--- config.mk ---
export PLATFORM = sky130hd
export DESIGN_NAME = csma_ca_backoff_controller_unit
export DESIGN_NICKNAME = d
export VERILOG_FILES = /design/src/design/ccb_pkg.sv /design/src/design/csma_ca_backoff_controller_unit.sv /design/src/design/ccb_cfg_regs.sv /design/src/design/ccb_event_core.sv /design/src/design/ccb_out_queue.sv
export VERILOG_INCLUDE_DIRS = /design/src /design/src/design
export SDC_FILE = /design/constraint.sdc
export NUM_CORES = 1
export LEC_CHECK = 0
export BUFFER_PORTS_ARGS = -buffer_cell sky130_fd_sc_hd__clkbuf_2
export CAP_MARGIN = 25
export CORE_MARGIN = 8
export CORE_UTILIZATION = 57
export DETAILED_ROUTE_END_ITERATION = 6
export PLACE_DENSITY = 0.81
export SLEW_MARGIN = 20
export SYNTH_ARGS = -nofsm -noshare
export SYNTH_HDL_FRONTEND = slang
export SYNTH_SLANG_ARGS = --single-unit
--- constraint.sdc ---
create_clock -name clk -period 7.95 [get_ports clk]
set_input_delay 0.795 -clock clk [delete_from_list [all_inputs] [get_ports clk]]
set_output_delay 0.795 -clock clk [all_outputs]
set_load 0.01 [all_outputs]
--- src/design/assert_macros.svh ---
// Assertion macros shared by the backoff controller modules
`ifndef ASSERT_MACROS_SVH
`define ASSERT_MACROS_SVH

// Property that must hold at every clock edge outside reset
`define CCB_ASSERT_ALWAYS(lbl, expr, msg) \
  lbl: assert property (@(posedge clk) disable iff (!rst_n) (expr)) else $error(msg);

// Same-cycle implication
`define CCB_ASSERT_IMPLY(lbl, ante, cons, msg) \
  lbl: assert property (@(posedge clk) disable iff (!rst_n) (ante) |-> (cons)) else $error(msg);

// Next-cycle implication
`define CCB_ASSERT_NEXT(lbl, ante, cons, msg) \
  lbl: assert property (@(posedge clk) disable iff (!rst_n) (ante) |=> (cons)) else $error(msg);

`endif

--- src/design/ccb_pkg.sv ---
// Types, codes and helpers of the CSMA-CA backoff controller
`timescale 1ns / 1ps

package ccb_pkg;

  localparam int CFG_AW = 5;

  typedef enum logic [1:0] {
    FN_NEW     = 2'd0,
    FN_TIMEOUT = 2'd1,
    FN_CCA     = 2'd2,
    FN_ACK     = 2'd3
  } func_t;

  typedef enum logic [1:0] {
    PM_SETUP = 2'd0,
    PM_SLEEP = 2'd1,
    PM_CAP   = 2'd2,
    PM_GTS   = 2'd3
  } period_t;

  typedef enum logic [1:0] {
    CCA_CLEAR    = 2'd0,
    CCA_BUSY     = 2'd1,
    CCA_INVALID  = 2'd2,
    CCA_NOT_RDY  = 2'd3
  } cca_t;

  typedef enum logic [2:0] {
    ACT_NONE      = 3'd0,
    ACT_BACKOFF   = 3'd1,
    ACT_CCA_UNIT  = 3'd2,
    ACT_CCA_DELAY = 3'd3,
    ACT_TRANSMIT  = 3'd4,
    ACT_FAILED    = 3'd5,
    ACT_SUCCESS   = 3'd6,
    ACT_RADIO_RX  = 3'd7
  } act_t;

  // register indexes (byte address / 4)
  localparam logic [2:0] REG_SLOTTED     = 3'd0;
  localparam logic [2:0] REG_MIN_BE      = 3'd1;
  localparam logic [2:0] REG_MAX_BE      = 3'd2;
  localparam logic [2:0] REG_MAX_BACKOFF = 3'd3;
  localparam logic [2:0] REG_MAX_RETRY   = 3'd4;
  localparam logic [2:0] REG_BATT_EXT    = 3'd5;

  typedef struct packed {
    logic       slotted_mode;
    logic [3:0] min_backoff_exp;
    logic [3:0] max_backoff_exp;
    logic [2:0] max_csma_backoffs;
    logic [3:0] max_frame_retries;
    logic       battery_life_ext;
  } cfg_t;

  typedef struct packed {
    func_t      func;
    period_t    period_mode;
    cca_t       cca_code;
    logic [7:0] random_value;
    logic       is_broadcast;
    logic [3:0] retries_requested;
    logic       gts_only;
    logic       timer_pending;
  } in_item_t;

  typedef struct packed {
    act_t       action;
    logic [7:0] backoff_units;
    logic       align_slot;
    logic       ack_expected;
  } res_t;

  typedef struct packed {
    act_t       action;
    logic [7:0] backoff_units;
    logic       align_slot;
    logic       ack_expected;
    logic [3:0] retries_left;
    logic       last;
  } out_item_t;

  // core -> result queue write group
  typedef struct packed {
    logic [1:0] n;
    out_item_t  item0;
    out_item_t  item1;
  } qwr_t;

  function automatic res_t plain_res(act_t act);
    res_t r;
    r.action        = act;
    r.backoff_units = 8'd0;
    r.align_slot    = 1'b0;
    r.ack_expected  = 1'b0;
    return r;
  endfunction

  // draw max(1, rnd & (2^be - 1)); exponent 8 and up takes the whole byte
  function automatic res_t backoff_res(logic [3:0] be, logic [7:0] rnd, logic slotted);
    res_t       r;
    logic [7:0] mask;
    logic [7:0] units;
    mask = be[3] ? 8'hFF : ((8'd1 << be[2:0]) - 8'd1);
    units = rnd & mask;
    r.action        = ACT_BACKOFF;
    r.backoff_units = (units == 8'd0) ? 8'd1 : units;
    r.align_slot    = slotted;
    r.ack_expected  = 1'b0;
    return r;
  endfunction

endpackage

--- src/design/csma_ca_backoff_controller_unit.sv ---
// Top level of the CSMA-CA backoff and retry controller
//
//  Channel | Direction | Handshake                    | Contents
//  in_     | slave     | tvalid/tready                | one MAC event
//  out_    | master    | tvalid/tready, tlast ends set| one action per transaction
//  cfg_    | APB slave | psel/penable, pready tied hi | six control registers
//
// An event transaction is taken every cycle while the result queue has room for
// two results; it waits in a stage register until the queue has room, and its
// results then enter the queue, whose head drives out_. A new packet replacing
// an active one can yield two result transactions; all other events yield at
// most one. rst_n is synchronous; no clearing pass is needed after reset. A
// stalled out_ side backs up into in_tready once the queue is nearly full.
`timescale 1ns / 1ps

module csma_ca_backoff_controller_unit #(
  parameter int OUT_QUEUE_DEPTH = 4
) (
  input  logic        clk,
  input  logic        rst_n,
  input  logic        in_tvalid,
  output logic        in_tready,
  // period_mode[1:0], cca_code[3:2], random_value[11:4], is_broadcast[12],
  // retries_requested[16:13], gts_only[17], timer_pending[18], zero fill
  input  logic [23:0] in_tdata,
  // func[1:0]
  input  logic [1:0]  in_tuser,
  output logic        out_tvalid,
  input  logic        out_tready,
  // action[2:0], backoff_units[10:3], align_slot[11], ack_expected[12],
  // retries_left[16:13], zero fill
  output logic [23:0] out_tdata,
  output logic        out_tlast,
  input  logic        cfg_psel,
  input  logic        cfg_penable,
  input  logic        cfg_pwrite,
  input  logic [ccb_pkg::CFG_AW-1:0] cfg_paddr,
  input  logic [31:0] cfg_pwdata,
  output logic [31:0] cfg_prdata,
  output logic        cfg_pready
);

  ccb_pkg::cfg_t      cfg;
  ccb_pkg::in_item_t  ev_item;
  ccb_pkg::qwr_t      q_wr;
  ccb_pkg::out_item_t out_item;
  logic               q_room;

  assign ev_item.func              = ccb_pkg::func_t'(in_tuser);
  assign ev_item.period_mode       = ccb_pkg::period_t'(in_tdata[1:0]);
  assign ev_item.cca_code          = ccb_pkg::cca_t'(in_tdata[3:2]);
  assign ev_item.random_value      = in_tdata[11:4];
  assign ev_item.is_broadcast      = in_tdata[12];
  assign ev_item.retries_requested = in_tdata[16:13];
  assign ev_item.gts_only          = in_tdata[17];
  assign ev_item.timer_pending     = in_tdata[18];

  ccb_cfg_regs u_cfg (
    .clk         (clk),
    .rst_n       (rst_n),
    .cfg_psel    (cfg_psel),
    .cfg_penable (cfg_penable),
    .cfg_pwrite  (cfg_pwrite),
    .cfg_paddr   (cfg_paddr),
    .cfg_pwdata  (cfg_pwdata),
    .cfg_prdata  (cfg_prdata),
    .cfg_pready  (cfg_pready),
    .cfg         (cfg)
  );

  ccb_event_core u_core (
    .clk      (clk),
    .rst_n    (rst_n),
    .cfg      (cfg),
    .ev_valid (in_tvalid),
    .ev_ready (in_tready),
    .ev_item  (ev_item),
    .q_room   (q_room),
    .q_wr     (q_wr)
  );

  ccb_out_queue #(
    .DEPTH (OUT_QUEUE_DEPTH)
  ) u_queue (
    .clk       (clk),
    .rst_n     (rst_n),
    .q_wr      (q_wr),
    .q_room    (q_room),
    .out_valid (out_tvalid),
    .out_ready (out_tready),
    .out_item  (out_item)
  );

  assign out_tdata = {7'd0, out_item.retries_left, out_item.ack_expected,
                      out_item.align_slot, out_item.backoff_units, out_item.action};
  assign out_tlast = out_item.last;

endmodule

--- src/design/ccb_cfg_regs.sv ---
// Configuration register file behind the APB-style port
`timescale 1ns / 1ps

module ccb_cfg_regs (
  input  logic                      clk,
  input  logic                      rst_n,
  input  logic                      cfg_psel,
  input  logic                      cfg_penable,
  input  logic                      cfg_pwrite,
  input  logic [ccb_pkg::CFG_AW-1:0] cfg_paddr,
  input  logic [31:0]               cfg_pwdata,
  output logic [31:0]               cfg_prdata,
  output logic                      cfg_pready,
  output ccb_pkg::cfg_t             cfg
);

  ccb_pkg::cfg_t cfg_r, cfg_nxt;
  logic          wr_en;
  logic [2:0]    idx;

  assign cfg_pready = 1'b1;
  assign wr_en      = cfg_psel & cfg_penable & cfg_pwrite & cfg_pready;
  assign idx        = cfg_paddr[ccb_pkg::CFG_AW-1:2];
  assign cfg        = cfg_r;

  always_comb begin
    cfg_nxt = cfg_r;
    if (wr_en) begin
      unique case (idx)
        ccb_pkg::REG_SLOTTED:     cfg_nxt.slotted_mode      = cfg_pwdata[0];
        ccb_pkg::REG_MIN_BE:      cfg_nxt.min_backoff_exp   = cfg_pwdata[3:0];
        ccb_pkg::REG_MAX_BE:      cfg_nxt.max_backoff_exp   = cfg_pwdata[3:0];
        ccb_pkg::REG_MAX_BACKOFF: cfg_nxt.max_csma_backoffs = cfg_pwdata[2:0];
        ccb_pkg::REG_MAX_RETRY:   cfg_nxt.max_frame_retries = cfg_pwdata[3:0];
        ccb_pkg::REG_BATT_EXT:    cfg_nxt.battery_life_ext  = cfg_pwdata[0];
        default: ;
      endcase
    end
  end

  always_comb begin
    unique case (idx)
      ccb_pkg::REG_SLOTTED:     cfg_prdata = {31'd0, cfg_r.slotted_mode};
      ccb_pkg::REG_MIN_BE:      cfg_prdata = {28'd0, cfg_r.min_backoff_exp};
      ccb_pkg::REG_MAX_BE:      cfg_prdata = {28'd0, cfg_r.max_backoff_exp};
      ccb_pkg::REG_MAX_BACKOFF: cfg_prdata = {29'd0, cfg_r.max_csma_backoffs};
      ccb_pkg::REG_MAX_RETRY:   cfg_prdata = {28'd0, cfg_r.max_frame_retries};
      ccb_pkg::REG_BATT_EXT:    cfg_prdata = {31'd0, cfg_r.battery_life_ext};
      default:                  cfg_prdata = 32'd0;
    endcase
  end

  always_ff @(posedge clk) begin
    if (!rst_n) begin
      cfg_r.slotted_mode      <= 1'b0;
      cfg_r.min_backoff_exp   <= 4'd3;
      cfg_r.max_backoff_exp   <= 4'd5;
      cfg_r.max_csma_backoffs <= 3'd4;
      cfg_r.max_frame_retries <= 4'd3;
      cfg_r.battery_life_ext  <= 1'b0;
    end else begin
      cfg_r <= cfg_nxt;
    end
  end

endmodule

--- src/design/ccb_event_core.sv ---
// Event register, CSMA-CA state and single-pass step logic
`timescale 1ns / 1ps
`include "assert_macros.svh"

module ccb_event_core (
  input  logic              clk,
  input  logic              rst_n,
  input  ccb_pkg::cfg_t     cfg,
  input  logic              ev_valid,
  output logic              ev_ready,
  input  ccb_pkg::in_item_t ev_item,
  input  logic              q_room,
  output ccb_pkg::qwr_t     q_wr
);

  logic              stage_v_r, stage_v_nxt;
  ccb_pkg::in_item_t stage_r;
  logic              fire;

  logic       pa_r, pg_r, aw_r;
  logic [3:0] al_r, be_r;
  logic [2:0] nb_r;
  logic [1:0] cw_r;
  logic       pa_nxt, pg_nxt, aw_nxt;
  logic [3:0] al_nxt, be_nxt;
  logic [2:0] nb_nxt;
  logic [1:0] cw_nxt;

  logic          first_fail, main_v, do_att;
  ccb_pkg::res_t main_res;
  logic [1:0]    cw_init;
  logic [3:0]    be_init;
  logic [4:0]    be_inc;
  logic [3:0]    nb_inc;

  assign ev_ready = !stage_v_r || q_room;
  assign fire     = stage_v_r && q_room;

  always_comb begin
    stage_v_nxt = stage_v_r;
    if (fire) stage_v_nxt = 1'b0;
    if (ev_valid && ev_ready) stage_v_nxt = 1'b1;
  end

  assign cw_init = cfg.slotted_mode ? 2'd2 : 2'd1;
  assign be_init = (cfg.battery_life_ext && cfg.min_backoff_exp > 4'd2) ? 4'd2
                                                                       : cfg.min_backoff_exp;
  assign be_inc  = {1'b0, be_r} + 5'd1;
  assign nb_inc  = {1'b0, nb_r} + 4'd1;

  always_comb begin
    pa_nxt     = pa_r;
    pg_nxt     = pg_r;
    aw_nxt     = aw_r;
    al_nxt     = al_r;
    be_nxt     = be_r;
    nb_nxt     = nb_r;
    cw_nxt     = cw_r;
    first_fail = 1'b0;
    main_v     = 1'b0;
    main_res   = ccb_pkg::plain_res(ccb_pkg::ACT_NONE);
    do_att     = 1'b0;

    case (stage_r.func)
      ccb_pkg::FN_NEW: begin
        // an active packet is dropped as failed before the new one takes over
        first_fail = pa_r;
        pa_nxt     = 1'b1;
        pg_nxt     = stage_r.gts_only;
        if (stage_r.is_broadcast) begin
          al_nxt = 4'd1;
          aw_nxt = 1'b0;
        end else begin
          al_nxt = (stage_r.retries_requested == 4'd0) ? cfg.max_frame_retries
                                                        : stage_r.retries_requested;
          aw_nxt = 1'b1;
        end
        do_att = !stage_r.timer_pending;
      end
      ccb_pkg::FN_TIMEOUT: do_att = 1'b1;
      ccb_pkg::FN_CCA: begin
        if (pa_r && stage_r.period_mode != ccb_pkg::PM_GTS &&
            stage_r.period_mode != ccb_pkg::PM_SLEEP) begin
          case (stage_r.cca_code)
            ccb_pkg::CCA_CLEAR: begin
              main_v = 1'b1;
              if (cw_r > 2'd1) begin
                cw_nxt   = cw_r - 2'd1;
                main_res = ccb_pkg::plain_res(ccb_pkg::ACT_CCA_UNIT);
              end else begin
                cw_nxt   = 2'd0;
                if (al_r != 4'd0) al_nxt = al_r - 4'd1;
                main_res = ccb_pkg::plain_res(ccb_pkg::ACT_TRANSMIT);
                main_res.ack_expected = aw_r;
              end
            end
            ccb_pkg::CCA_BUSY: begin
              cw_nxt = cw_init;
              be_nxt = (be_inc > {1'b0, cfg.max_backoff_exp}) ? cfg.max_backoff_exp
                                                                : be_inc[3:0];
              nb_nxt = (nb_inc > 4'd7) ? 3'd7 : nb_inc[2:0];
              if (nb_inc > {1'b0, cfg.max_csma_backoffs}) begin
                // attempt spent, start over
                if (al_r != 4'd0) al_nxt = al_r - 4'd1;
                do_att = 1'b1;
              end else begin
                main_v   = 1'b1;
                main_res = ccb_pkg::backoff_res(be_nxt, stage_r.random_value,
                                                cfg.slotted_mode);
              end
            end
            ccb_pkg::CCA_INVALID: begin
              main_v   = 1'b1;
              main_res = ccb_pkg::plain_res(ccb_pkg::ACT_CCA_DELAY);
            end
            default: begin
              main_v   = 1'b1;
              main_res = ccb_pkg::plain_res(ccb_pkg::ACT_RADIO_RX);
            end
          endcase
        end
      end
      default: begin
        if (pa_r) begin
          pa_nxt   = 1'b0;
          pg_nxt   = 1'b0;
          aw_nxt   = 1'b0;
          main_v   = 1'b1;
          main_res = ccb_pkg::plain_res(ccb_pkg::ACT_SUCCESS);
        end
      end
    endcase

    // attempt start: only in CAP or GTS with a packet held
    if (do_att && pa_nxt && (stage_r.period_mode == ccb_pkg::PM_CAP ||
                             stage_r.period_mode == ccb_pkg::PM_GTS)) begin
      if (al_nxt == 4'd0) begin
        pa_nxt   = 1'b0;
        pg_nxt   = 1'b0;
        aw_nxt   = 1'b0;
        main_v   = 1'b1;
        main_res = ccb_pkg::plain_res(ccb_pkg::ACT_FAILED);
      end else if (stage_r.period_mode == ccb_pkg::PM_GTS) begin
        al_nxt   = al_nxt - 4'd1;
        main_v   = 1'b1;
        main_res = ccb_pkg::plain_res(ccb_pkg::ACT_TRANSMIT);
        main_res.ack_expected = aw_nxt;
      end else if (!pg_nxt) begin
        be_nxt   = be_init;
        nb_nxt   = 3'd0;
        cw_nxt   = cw_init;
        main_v   = 1'b1;
        main_res = ccb_pkg::backoff_res(be_init, stage_r.random_value, cfg.slotted_mode);
      end
    end
  end

  always_comb begin
    q_wr.n = fire ? ({1'b0, first_fail} + {1'b0, main_v}) : 2'd0;
    q_wr.item0.action        = first_fail ? ccb_pkg::ACT_FAILED : main_res.action;
    q_wr.item0.backoff_units = first_fail ? 8'd0 : main_res.backoff_units;
    q_wr.item0.align_slot    = first_fail ? 1'b0 : main_res.align_slot;
    q_wr.item0.ack_expected  = first_fail ? 1'b0 : main_res.ack_expected;
    q_wr.item0.retries_left  = al_nxt;
    q_wr.item0.last          = !(first_fail && main_v);
    q_wr.item1.action        = main_res.action;
    q_wr.item1.backoff_units = main_res.backoff_units;
    q_wr.item1.align_slot    = main_res.align_slot;
    q_wr.item1.ack_expected  = main_res.ack_expected;
    q_wr.item1.retries_left  = al_nxt;
    q_wr.item1.last          = 1'b1;
  end

  always_ff @(posedge clk) begin
    if (ev_valid && ev_ready) stage_r <= ev_item;
  end

  always_ff @(posedge clk) begin
    if (!rst_n) begin
      stage_v_r <= 1'b0;
      pa_r      <= 1'b0;
      pg_r      <= 1'b0;
      aw_r      <= 1'b0;
      al_r      <= 4'd0;
      be_r      <= 4'd0;
      nb_r      <= 3'd0;
      cw_r      <= 2'd0;
    end else begin
      stage_v_r <= stage_v_nxt;
      if (fire) begin
        pa_r <= pa_nxt;
        pg_r <= pg_nxt;
        aw_r <= aw_nxt;
        al_r <= al_nxt;
        be_r <= be_nxt;
        nb_r <= nb_nxt;
        cw_r <= cw_nxt;
      end
    end
  end

  `CCB_ASSERT_IMPLY(a_two_only_new, fire && q_wr.n == 2'd2, stage_r.func == ccb_pkg::FN_NEW, "two results from an event other than new packet")
  `CCB_ASSERT_NEXT(a_end_clears, fire && main_v && (main_res.action == ccb_pkg::ACT_FAILED || main_res.action == ccb_pkg::ACT_SUCCESS), !pa_r && !aw_r, "packet still active after it ended")
  `CCB_ASSERT_IMPLY(a_no_ready_no_room, !ev_ready, stage_v_r && !q_room, "input stalled while stage can drain")

endmodule

--- src/design/ccb_out_queue.sv ---
// Result queue: takes up to two results per cycle, hands out one while out_ready is high
`timescale 1ns / 1ps
`include "assert_macros.svh"

module ccb_out_queue #(
  parameter int DEPTH = 4
) (
  input  logic                clk,
  input  logic                rst_n,
  input  ccb_pkg::qwr_t       q_wr,
  output logic                q_room,
  output logic                out_valid,
  input  logic                out_ready,
  output ccb_pkg::out_item_t  out_item
);

  localparam int PW = (DEPTH > 2) ? $clog2(DEPTH) : 1;
  localparam int CW = $clog2(DEPTH + 1);

  ccb_pkg::out_item_t mem_r [DEPTH];
  logic [PW-1:0] wp_r, rp_r, wp_nxt, rp_nxt, wp1, wp2;
  logic [CW-1:0] cnt_r, cnt_nxt;
  logic          rd;

  function automatic logic [PW-1:0] ptr_inc(logic [PW-1:0] p);
    return (p == PW'(DEPTH - 1)) ? '0 : p + PW'(1);
  endfunction

  assign rd        = out_valid && out_ready;
  assign out_valid = cnt_r != '0;
  assign out_item  = mem_r[rp_r];
  assign q_room    = cnt_r <= CW'(DEPTH - 2);
  assign wp1       = ptr_inc(wp_r);
  assign wp2       = ptr_inc(wp1);

  always_comb begin
    wp_nxt  = wp_r;
    if (q_wr.n == 2'd1) wp_nxt = wp1;
    if (q_wr.n == 2'd2) wp_nxt = wp2;
    rp_nxt  = rd ? ptr_inc(rp_r) : rp_r;
    cnt_nxt = cnt_r + CW'(q_wr.n) - CW'(rd);
  end

  always_ff @(posedge clk) begin
    if (q_wr.n != 2'd0) mem_r[wp_r] <= q_wr.item0;
    if (q_wr.n == 2'd2) mem_r[wp1]  <= q_wr.item1;
  end

  always_ff @(posedge clk) begin
    if (!rst_n) begin
      wp_r  <= '0;
      rp_r  <= '0;
      cnt_r <= '0;
    end else begin
      wp_r  <= wp_nxt;
      rp_r  <= rp_nxt;
      cnt_r <= cnt_nxt;
    end
  end

  `CCB_ASSERT_ALWAYS(a_cnt_bound, cnt_r <= CW'(DEPTH), "result queue count beyond depth")
  `CCB_ASSERT_IMPLY(a_no_overflow, q_wr.n != 2'd0, ({1'b0, cnt_r} + (CW+1)'(q_wr.n)) <= (CW+1)'(DEPTH), "write into a full result queue")
  `CCB_ASSERT_NEXT(a_drain_count, rd && q_wr.n == 2'd0, cnt_r == $past(cnt_r) - CW'(1), "count off after a read")

endmodule
* Word-level counts from Yosys, hierarchy flattened
Memories as Yosys holds them, arrays and structs flattened. A register that Yosys moved wholly into a read port is not among the register bits. Index checks and enable logic that the tools add are counted.
Storage, ports and cells: output and inout port bits 60, word-level logic and storage cells 199, bits of input ports 70, memory bits (writable) 72, register bits after elaboration 62, memories kept 1
Cells by class: add/sub/neg operators 13, mux-type cells 96, equal/unequal tests 18, shift operators 2, bitwise gates (word level) 4, reduce and logical (&&, ||, !) cells 34, magnitude comparators 6
Memories:
- u_queue.mem_r | depth 4, width 18, rd ports 1, clocked after memory_dff 1, write ports 2, line ccb_out_queue.sv:20 | ccb_pkg::out_item_t mem_r [DEPTH];
Operators by type and width (count):
- $mux W13 | 7
- $mux W4 | 18
- $mux W8 | 5
- $pmux W13 S3 | 1
- $mux W2 | 16
- $mux W1 | 29
- $mux W3 | 9
- $pmux W13 S2 | 1
- $pmux W4 S6 | 1
- $and A8 B8 Y8 | 2
- $eq A2 B2 Y1 const B | 8
- $logic_not A8 Y1 | 2
- $pmux W4 S2 | 2
- $shl A1 B3 Y8 const A | 2
- $sub A8 B1 Y8 const B | 2
- $reduce_and A2 Y1 | 6
- $mux W11 | 1
- $logic_and A1 B1 Y1 | 9
- $logic_not A4 Y1 | 2
- $pmux W1 S2 | 4
- $sub A4 B1 Y4 const B | 2
- $add A2 B1 Y2 const B | 3
- $eq A2 B1 Y1 const B | 3
- $eq A3 B2 Y1 const B | 2
- other kinds (27) | 36

* Logic depth before layout (Yosys ltp)
word-level depth 18, gate-level depth with buffers 27, depth with buffers taken out 25

* Modules after synthesis
From an unflattened synthesis, not the netlist that was laid out.
Unflattened totals: cells, all modules 759, area total of the unflattened synthesis 8725.9 sq um
Modules (own cells, without submodules):
- ccb_out_queue | sequential area each 2342.2 sq um, cells each 241, times used 1, area an instance 4304.1 sq um
- ccb_event_core | sequential area each 970.9 sq um, cells each 386, times used 1, area an instance 3255.6 sq um
- ccb_cfg_regs | sequential area each 340.3 sq um, cells each 124, times used 1, area an instance 1109.8 sq um
- csma_ca_backoff_controller_unit | sequential area each 0.0 sq um, cells each 8, times used 1, area an instance 56.3 sq um

* Worst setup path after synthesis
Ideal clock, no wire load.
path kind register -> register, start point register u_core.nb_r[0], end point memory u_queue.mem_r[3][8] (netlist bit), data pin, path buffers 2, cell stages (with the launch flop) 26, data required time 7.818 ns, path slack 2.359 ns, period minus slack after synthesis 5.591 ns, data arrival time 5.459 ns, setup time 0.132 ns, path through dfxtp_1 > ha_1 > ha_1 > a211o_1 > a211oi_1 > nor2_1 > a32o_1 > a221oi_1 > ha_1 > o21ai_0 > a211o_1 > o21ai_4 > o21a_1 > a221o_1 > ha_1 > nand2_1 > inv_1 > ha_1 > clkbuf_1 > nand2_1 > and2_1 > clkbuf_1 > inv_1 > nand2_1 > inv_1 > and3_1
RTL lines:
- start: declaration | line ccb_event_core.sv:22 | logic [2:0] nb_r;
- start signal: assignment | line ccb_event_core.sv:196 | nb_r <= nb_nxt;
- end: declaration | line ccb_out_queue.sv:20

==> flow_metrics.py <==
metrics = {
    "die": {
        "num_rows": 42,
        "dieArea_um2": 17670,
        "start_util_pct": 58.62,
        "io_pins": 130,
        "die_y_um": 132.9,
        "die_x_um": 132.9,
        "core-area_um2": 13300,
    },
    "place": {
        "io_buffers": 58,
        "place_inst": 972,
        "routabilityCongestion": 0.8807,
        "placed_cell_area_um2": 8065,
        "post-place-ws_ps": 1352,
        "dp_hpwl_mm": 13.41,
    },
    "power_and_ir_drop": {
        "internal-power_mw": 1.385,
        "p_per_area_nw_per_um2": 218.8,
        "ir_drop_mv": 0.1223,
        "sequentialPowerShare_pct": 42.8,
        "p_clk_share_pct": 40.7,
        "power_mw": 1.894,
        "p_leak_nw": 3.260,
        "p_sw_mw": 0.5097,
        "p_sw_share_pct": 26.91,
        "combPwrFrac_pct": 16.5,
    },
    "clocking": {
        "cts_root_buf": "clkbuf_16",
        "clk_pin_slew_ps": 60,
        "cts_buffers": 17,
        "cts_tree": "done",
        "post_cts_resized": 0,
        "hold_buffers": 0,
        "cts_setup_buffers": 0,
        "htreeDepth": 4,
        "cts_sinks": 136,
        "cts.path.max_buffers": 2,
        "clkLatencyLatePin_ps": 430,
    },
    "sta": {
        "fmaxAchievable_mhz": 148.5,
        "worst_slack_ps": 1214,
        "worst_pin_slew_ps": 884.1,
        "layout_min_cycle_time_ps": 6736,
        "finalSetupViolations": 0,
        "slew_headroom_pct": 40.98,
        "finalCritPeriodShare_pct": 84.72,
        "slew_violations": 0,
        "hold_viol": 0,
        "finClkSkew_ps": 11.95,
        "rsz0062_at_grt": "no",
        "timing.hold.ws_ps": 493.9,
        "tns_ps": 0,
    },
    "yosys": {
        "netlist_instances": 767,
        "synth_top_area_share_pct": 34.29,
        "syn_area_per_cell_um2": 10.16,
        "synth_ff_type": "edfxtp_1",
        "synth.most_common_cell": "edfxtp_1",
        "ys_ff_latch": 136,
        "syn_area_um2": 7794,
        "netlist.top_cell.by_area": "edfxtp_1",
        "synth_warnings": 0,
        "synthArstFlopShare_pct": 0,
        "synth_area_leaders": "edfxtp_1, dfxtp_1, mux4_2, ha_1, nand2_1",
        "ys_types": 70,
        "synth_edf_count": 89,
        "synth_common_cells": "edfxtp_1, nand2_1, nor2_1",
        "ys_seq_area_share_pct": 46.36,
    },
    "routing": {
        "wl_per_cell_um": 18.18,
        "ant_nets": 0,
        "dr.max_layer_used": "met4",
        "vias": 5924,
        "wl_met3_mm": 1.021,
        "route.layer.met1.wl_mm": 7.562,
        "drt-total-wl_mm": 18.27,
        "wl_met2_mm": 9.456,
        "dr.pass1.iters": 5,
        "first_iter_violations": 517,
        "route.detailed.drc": 0,
        "viasPerCell": 5.895,
    },
    "worst_setup_path": {
        "critPathRequiredTime_ps": 8220,
        "endpoint_kind": "flip-flop",
        "worstPathArrival_ps": 7000,
        "critPathMaxFanout": 18,
        "worstSetupPathType": "reg2reg",
        "cp-start-kind": "flip-flop",
        "reg2reg_slack_ps": 1210,
    },
    "outcome": {
        "status": "completed",
    },
    "grt": {
        "grt_pass1_vias": 6024,
        "overflow": 0,
        "grt_start_max_net_pins": 45,
        "antenna_found_initial": 0,
        "grt_pass1_wl_mm": 30.05,
        "grt.total_usage_pct": 21.16,
    },
    "layout": {
        "finalNetCount": 917,
        "area_growth_pct": 11.11,
        "antenna_cells": 0,
        "fin_util_pct": 65.13,
        "finalNonFillerCells": 1005,
        "layout-drive-gt1-share_pct": 14.96,
        "design_area_um2": 8660,
    },
    "worst_hold_path": {
        "hold_class": "reg2reg",
    },
    "flow_run": {
        "maxCapViolCount": 0,
    },
}
-- final cells by class --
type,instances,area [um^2]
clock buffer,23,490.5
tap,176,220.2
sequential,136,3613
multi-input combinational,566,3799
fill,1061,4636
clock inverter,9,88.84
inverter,34,127.6
timing repair buffer,61,320.3
-- sequential cells by signal (all words and copies together) (netlist names), 2 cells and up, named ones only --
| register | flops |
|---|---|
| u_queue.mem_r | 72 |
| u_core.stage_r | 21 |
| u_cfg.cfg | 17 |
| u_core.al_r | 4 |
| u_core.be_r | 4 |
| u_core.nb_r | 3 |
| u_queue.cnt_r | 3 |
| u_core.cw_r | 2 |
| u_queue.rp_r | 2 |
| u_queue.wp_r | 2 |
-- worst max-delay path, cell delays in order (launching register included) --
cell and delay [ps]:
dfxtp_1 420, ha_1 240, xor2_1 180, ha_1 270
nor2_1 130, a31oi_1 90, a211oi_1 500, nor2_1 180
a32o_1 280, a221oi_1 570, ha_1 320, o21ai_0 100
a211o_1 400, o21ai_4 270, o21a_1 210, a221o_1 140
ha_1 250, nand2_1 130, inv_1 90, ha_1 280
nand2_1 160, and2_1 270, inv_1 610, nand2_1 290
nor2_1 200
-- worst paths after layout --
path / start / to / cells past startpoint
setup reg to reg: u_core.nb_r[0]$_SDFFE_PN0P_ / u_queue.mem_r[1][14]$_DFFE_PP_ / 24
hold / removal: u_core.pg_r$_SDFFE_PN0P_ / u_core.pg_r$_SDFFE_PN0P_ / 2
hold reg to reg: u_core.pg_r$_SDFFE_PN0P_ / u_core.pg_r$_SDFFE_PN0P_ / 2
setup / recovery: u_core.nb_r[0]$_SDFFE_PN0P_ / u_queue.mem_r[1][14]$_DFFE_PP_ / 24
-- cells in the final DEF, fill, tap and decap left out, types with 6 or more instances in the layout --
| cell type | n |
|---|---|
| o21ai_0 | 38 |
| nor3_1 | 12 |
| o22ai_1 | 6 |
| o211ai_1 | 11 |
| mux2i_1 | 19 |
| a211oi_1 | 6 |
| a21o_1 | 7 |
| and2_1 | 33 |
| nor2_1 | 71 |
| dfxtp_1 | 47 |
| nor2b_1 | 18 |
| clkbuf_2 | 58 |
| inv_1 | 34 |
| edfxtp_1 | 89 |
| a22oi_1 | 8 |
| nand2b_1 | 18 |
| nand3_1 | 14 |
| conb_1 | 36 |
| a21oi_1 | 50 |
| or3_1 | 6 |
| clkbuf_16 | 19 |
| nand2_1 | 73 |
| ha_1 | 30 |
| mux4_2 | 18 |
-- logic make-up after synthesis --
kind of cell,synth area share [%]
buffers and inverters,6.534
adder cells (fa/ha/maj),5.073
other,0.09636
XOR/XNOR,1.011
multiplexers,8.220
AO/OA/AOI/OAI,15.62
flip-flops,46.36
AND/OR/NAND/NOR,17.08
-- layer usage --
| metal | track usage (%) | vias to the layer above |
|---|---|---|
| li1 | - | 2829 |
| met1 | 24.65 | 2870 |
| met2 | 36.77 | 207 |
| met3 | 5.223 | 18 |
| met4 | 7.950 | 0 |
| met5 | 0 | - |
-- power by group through the flow --
stage          logic (mW)  registers [mW]  clock network [mW]
6_report            0.313           0.811               0.771
5_1_grt             0.346           0.816               0.810
4_1_cts             0.313           0.811               0.778
3_5_place_dp        0.308           0.824                   0
3_3_place_gp        0.297           0.822                   0
2_1_floorplan       0.256           0.811                   0
(Power assumes the default switching activity.)
